$ cat config.mk
export PLATFORM = sky130hd
export DESIGN_NAME = dcc_update
export DESIGN_NICKNAME = d
export VERILOG_FILES = /design/src/rtl/dcc_pkg.sv /design/src/rtl/dcc_update.sv
export SDC_FILE = /design/constraint.sdc
export NUM_CORES = 1
export LEC_CHECK = 0
export ABC_CLOCK_PERIOD_IN_PS = 6350
export BUFFER_PORTS_ARGS = -buffer_cell sky130_fd_sc_hd__buf_2
export CORE_ASPECT_RATIO = 1.1
export CORE_UTILIZATION = 40
export DETAILED_ROUTE_END_ITERATION = 10
export GPL_ROUTABILITY_DRIVEN = 1
export PLACE_DENSITY = 0.68
export SLEW_MARGIN = 20
export SYNTH_ARGS = -nofsm -noshare
export SYNTH_HDL_FRONTEND = slang
export SYNTH_SLANG_ARGS = --single-unit
$ cat constraint.sdc
create_clock -name vclk -period 6.35
set_clock_uncertainty 0.1 [all_clocks]
set_input_delay 0.9525 -clock vclk [all_inputs]
set_output_delay 0.9525 -clock vclk [all_outputs]
set_load 0.03 [all_outputs]
$ cat src/rtl/dcc_pkg.sv
// shared types and constants for the defective clique counter engine
// no dependencies; imported by dcc_update and the top level
`default_nettype none

package dcc_pkg;

	localparam int CNT_W = 9;
	localparam int TOT_W = 16;

	localparam logic [CNT_W-1:0] COUNT_CAP = 9'd256;
	localparam logic [TOT_W-1:0] TOTAL_MAX = 16'hFFFF;

	// operation codes
	localparam logic [3:0] FN_LOAD   = 4'd0;
	localparam logic [3:0] FN_CLEAR  = 4'd1;
	localparam logic [3:0] FN_INIT   = 4'd2;
	localparam logic [3:0] FN_ADD    = 4'd3;
	localparam logic [3:0] FN_BUMP   = 4'd4;
	localparam logic [3:0] FN_DROP   = 4'd5;
	localparam logic [3:0] FN_REMOVE = 4'd6;
	localparam logic [3:0] FN_CHECK  = 4'd7;
	localparam logic [3:0] FN_PAIR   = 4'd8;

	typedef struct packed {
		logic [3:0] func;
		logic [7:0] vertex_a;
		logic [7:0] vertex_b;
		logic       edge_bit;
	} dcc_in_t;

	typedef struct packed {
		logic             fits;
		logic [TOT_W-1:0] missing_total;
		logic [CNT_W-1:0] vertex_count;
	} dcc_out_t;

	// operands resolved after the memory read, with forwarding applied
	typedef struct packed {
		logic             a_ok;
		logic             b_ok;
		logic             adj_bit;
		logic [CNT_W-1:0] cnt_a;
		logic [CNT_W-1:0] cnt_b;
		logic [TOT_W-1:0] total;
		logic [TOT_W-1:0] max_missing;
	} dcc_opnd_t;

	// write-back and result of one operation
	typedef struct packed {
		logic             adj_we;
		logic             cnt_we;
		logic [CNT_W-1:0] cnt_wdata;
		logic [TOT_W-1:0] total_next;
		dcc_out_t         result;
	} dcc_upd_t;

endpackage

`default_nettype wire

$ cat src/rtl/dcc_update.sv
// modify step of the read-modify-write: saturating counts, total and fit tests
// depends on dcc_pkg
`default_nettype none

module dcc_update import dcc_pkg::*; (
	input  dcc_in_t   op,
	input  dcc_opnd_t opnd,
	output dcc_upd_t  upd
);

	logic [TOT_W:0]   add_sum;
	logic [TOT_W:0]   chk_sum;
	logic [TOT_W-1:0] cnt_b_ext;

	assign cnt_b_ext = TOT_W'(opnd.cnt_b);
	assign add_sum   = {1'b0, opnd.total} + {1'b0, cnt_b_ext};
	assign chk_sum   = {1'b0, opnd.total} + (TOT_W + 1)'(opnd.cnt_a);

	always_comb begin
		upd            = '0;
		upd.total_next = opnd.total;
		upd.cnt_wdata  = opnd.cnt_a;
		unique case (op.func)
			FN_LOAD: begin
				upd.adj_we = opnd.a_ok && opnd.b_ok;
			end
			FN_CLEAR: begin
				upd.total_next = '0;
			end
			FN_INIT: begin
				upd.cnt_we    = opnd.a_ok;
				upd.cnt_wdata = CNT_W'(!opnd.adj_bit);
			end
			FN_ADD: begin
				upd.total_next = add_sum[TOT_W] ? TOTAL_MAX : add_sum[TOT_W-1:0];
			end
			FN_BUMP: begin
				upd.cnt_we    = opnd.a_ok && !opnd.adj_bit;
				upd.cnt_wdata = (opnd.cnt_a >= COUNT_CAP) ? COUNT_CAP
				                                          : opnd.cnt_a + 1'b1;
			end
			FN_DROP: begin
				upd.cnt_we    = opnd.a_ok && !opnd.adj_bit;
				upd.cnt_wdata = (opnd.cnt_a == '0) ? '0 : opnd.cnt_a - 1'b1;
			end
			FN_REMOVE: begin
				upd.total_next = (opnd.total >= cnt_b_ext) ? opnd.total - cnt_b_ext : '0;
			end
			FN_CHECK: begin
				upd.result.fits = (chk_sum <= {1'b0, opnd.max_missing});
			end
			FN_PAIR: begin
				upd.result.fits = (opnd.max_missing != '0) || opnd.adj_bit;
			end
			default: begin
			end
		endcase
		upd.result.missing_total = upd.total_next;
		// count of vertex_a after the operation, zero when out of range
		upd.result.vertex_count  = upd.cnt_we ? upd.cnt_wdata : opnd.cnt_a;
	end

endmodule

`default_nettype wire

==> impl_metrics.json <==
{
  "path_class": "primary input to primary output",
  "final-seq-area_um2": 0,
  "post-place-ws_ps": 508,
  "cts_setup_buffers": 0,
  "design.core.area_um2": 7560,
  "fmax_mhz": 169,
  "drive_gt1_share_pct": 24.0,
  "antenna_found_initial": 0,
  "wl_mm": 9.77,
  "seq_cell_count": 0,
  "setup_viol": 0,
  "first_pass_iters": 5,
  "slowest_stage": "fa_1",
  "area_growth_syn_to_layout_pct": 13.8,
  "yosysSeqAreaShare_pct": 0,
  "slew_headroom_pct": 41.0,
  "yosysUniqueCellTypes": 67,
  "fillers": 822,
  "slew_viol_final": 0,
  "critPathLaunch": "opnd[41]",
  "row_count": 33,
  "drv_cap": 0,
  "initial_utilization_pct": 42.0,
  "vias": 3787,
  "dp_cells": 646,
  "final_cells": 646,
  "max_stage_delay_ps": 410,
  "io_pins": 127,
  "drc": 0,
  "gr-total-overflow": 0,
  "grt_max_degree": 16,
  "p_per_area_nw_per_um2": 95.1,
  "avgSynthCellArea_um2": 6.79,
  "syn-num-nets": 589,
  "worstPathRequired_ps": 5300,
  "critical_path.startpoint_type": "primary input",
  "routed_via_density": 5.86,
  "rsz0062_at_grt": "no",
  "min_period_ps": 5930,
  "die_h_um": 95.4,
  "path_max_fanout": 7,
  "synth.most_common_cell": "ha_1",
  "cts_resized": 0,
  "synthTopCellsByCount": "ha_1, inv_1, nor2_1",
  "yosysWarnings": 0,
  "synth_cells": 467,
  "fin_setup_tns_ps": 0,
  "synth.area.top_cells": "ha_1, a21oi_1, inv_1",
  "die_area_um2": 8290,
  "finalCritPeriodShare_pct": 93.4,
  "status": "finished, final reports clean",
  "routabilityCongestion": 0.872,
  "num_antenna_cells": 0,
  "hpwl_mm": 8.04,
  "final_util_pct": 47.8,
  "holdCritStartpoint": "opnd[52]",
  "die_w_um": 86.9,
  "critPathCaptureType": "primary output",
  "hold_ws_ps": 2200,
  "nNetsFinal": 665,
  "setup_slack_ps": 417,
  "ant_nets": 0,
  "min_path_type": "primary input to primary output",
  "grt_pass1_vias": 3378,
  "finalPower_mw": 0.343,
  "hold_viol": 0,
  "synthesis.area_um2": 3170,
  "drt_iter0_drc": 197,
  "power_leakage_nw": 1.73,
  "vdd_drop_max_mv": 0.0559,
  "n_clock_buffer": 0,
  "post-route-cell-area_um2": 3610,
  "synth_top_cell_by_area": "ha_1",
  "placed_cell_area_um2": 3610,
  "critPathArrivalTime_ps": 4880,
  "port_buffers": 110,
  "grt_first_pass_wirelength_mm": 15.6,
  "synth_top_area_share_pct": 17.7,
  "path_cells": "buf_2, ha_1, inv_1, fa_1, nor2b_1, o21a_1, o21ai_0, a21oi_1, a41oi_1, xnor2_1, ha_1, a21o_1, a21o_1, a21oi_1, o211ai_1, a221oi_1, a31oi_1, o41ai_1, buf_2",
  "max_slew.worst_pin.slew_ps": 881,
  "hold_buffers": 0,
  "track_usage_pct": 22.8,
  "wl_per_cell_um": 15.1
}
## layout by cell type, fill, tap and decap left out, types with 8 or more instances in the layout
cell	netlist	routed
nand3_1	11	11
buf_2	0	110
ha_1	45	45
nor2_1	41	41
nor4_1	11	10
nand4_1	8	8
nor2b_1	8	8
a21oi_1	37	37
o21a_1	8	8
a31oi_1	8	8
nor3_1	13	13
nand2_1	32	32
xnor2_1	17	17
nand2b_1	8	8
xor2_1	9	9
a21o_1	9	9
o21ai_0	22	22
inv_1	41	41
## final timing paths
path | cells past startpoint | to
max | 19 | upd[25]
min | 3 | upd[52]
## cell type report
class	count	area [µm²]	area share, %
Tap cell	105	131	3.64
Timing Repair Buffer	111	558	15.5
Inverter	41	154	4.26
Multi-Input combinational cell	389	2770	76.6
## power by group
part	leakage, nW	internal, mW	switching (mW)
registers	0	0	0
logic	1.73	0.126	0.217
clock network	0	0	0
## worst max-delay path: cells and delay by family
kind / cells / cell delay (ps)
AO/OA/AOI/OAI: 11 / 2150
AND/OR/NAND/NOR: 1 / 160
buffers and inverters: 3 / 490
XOR/XNOR: 1 / 250
adder cells (fa/ha/maj): 3 / 880
## kinds of logic after synthesis
kind of cell	synth area share, %
AO/OA/AOI/OAI	32.1
XOR/XNOR	7.18
adder cells (fa/ha/maj)	19.6
buffers and inverters	13.0
multiplexers	1.89
AND/OR/NAND/NOR	26.1
## layer usage
metal / GRT usage (%) / up-vias / wire length [µm]
li1: - / 1861 / -
met1: 30.5 / 1749 / 4230
met2: 41.3 / 171 / 4830
met3: 1.13 / 6 / 679
met4: 2.78 / 0 / 38
met5: 0 / - / 0
Note: power is estimated with default switching activity, not from simulation.
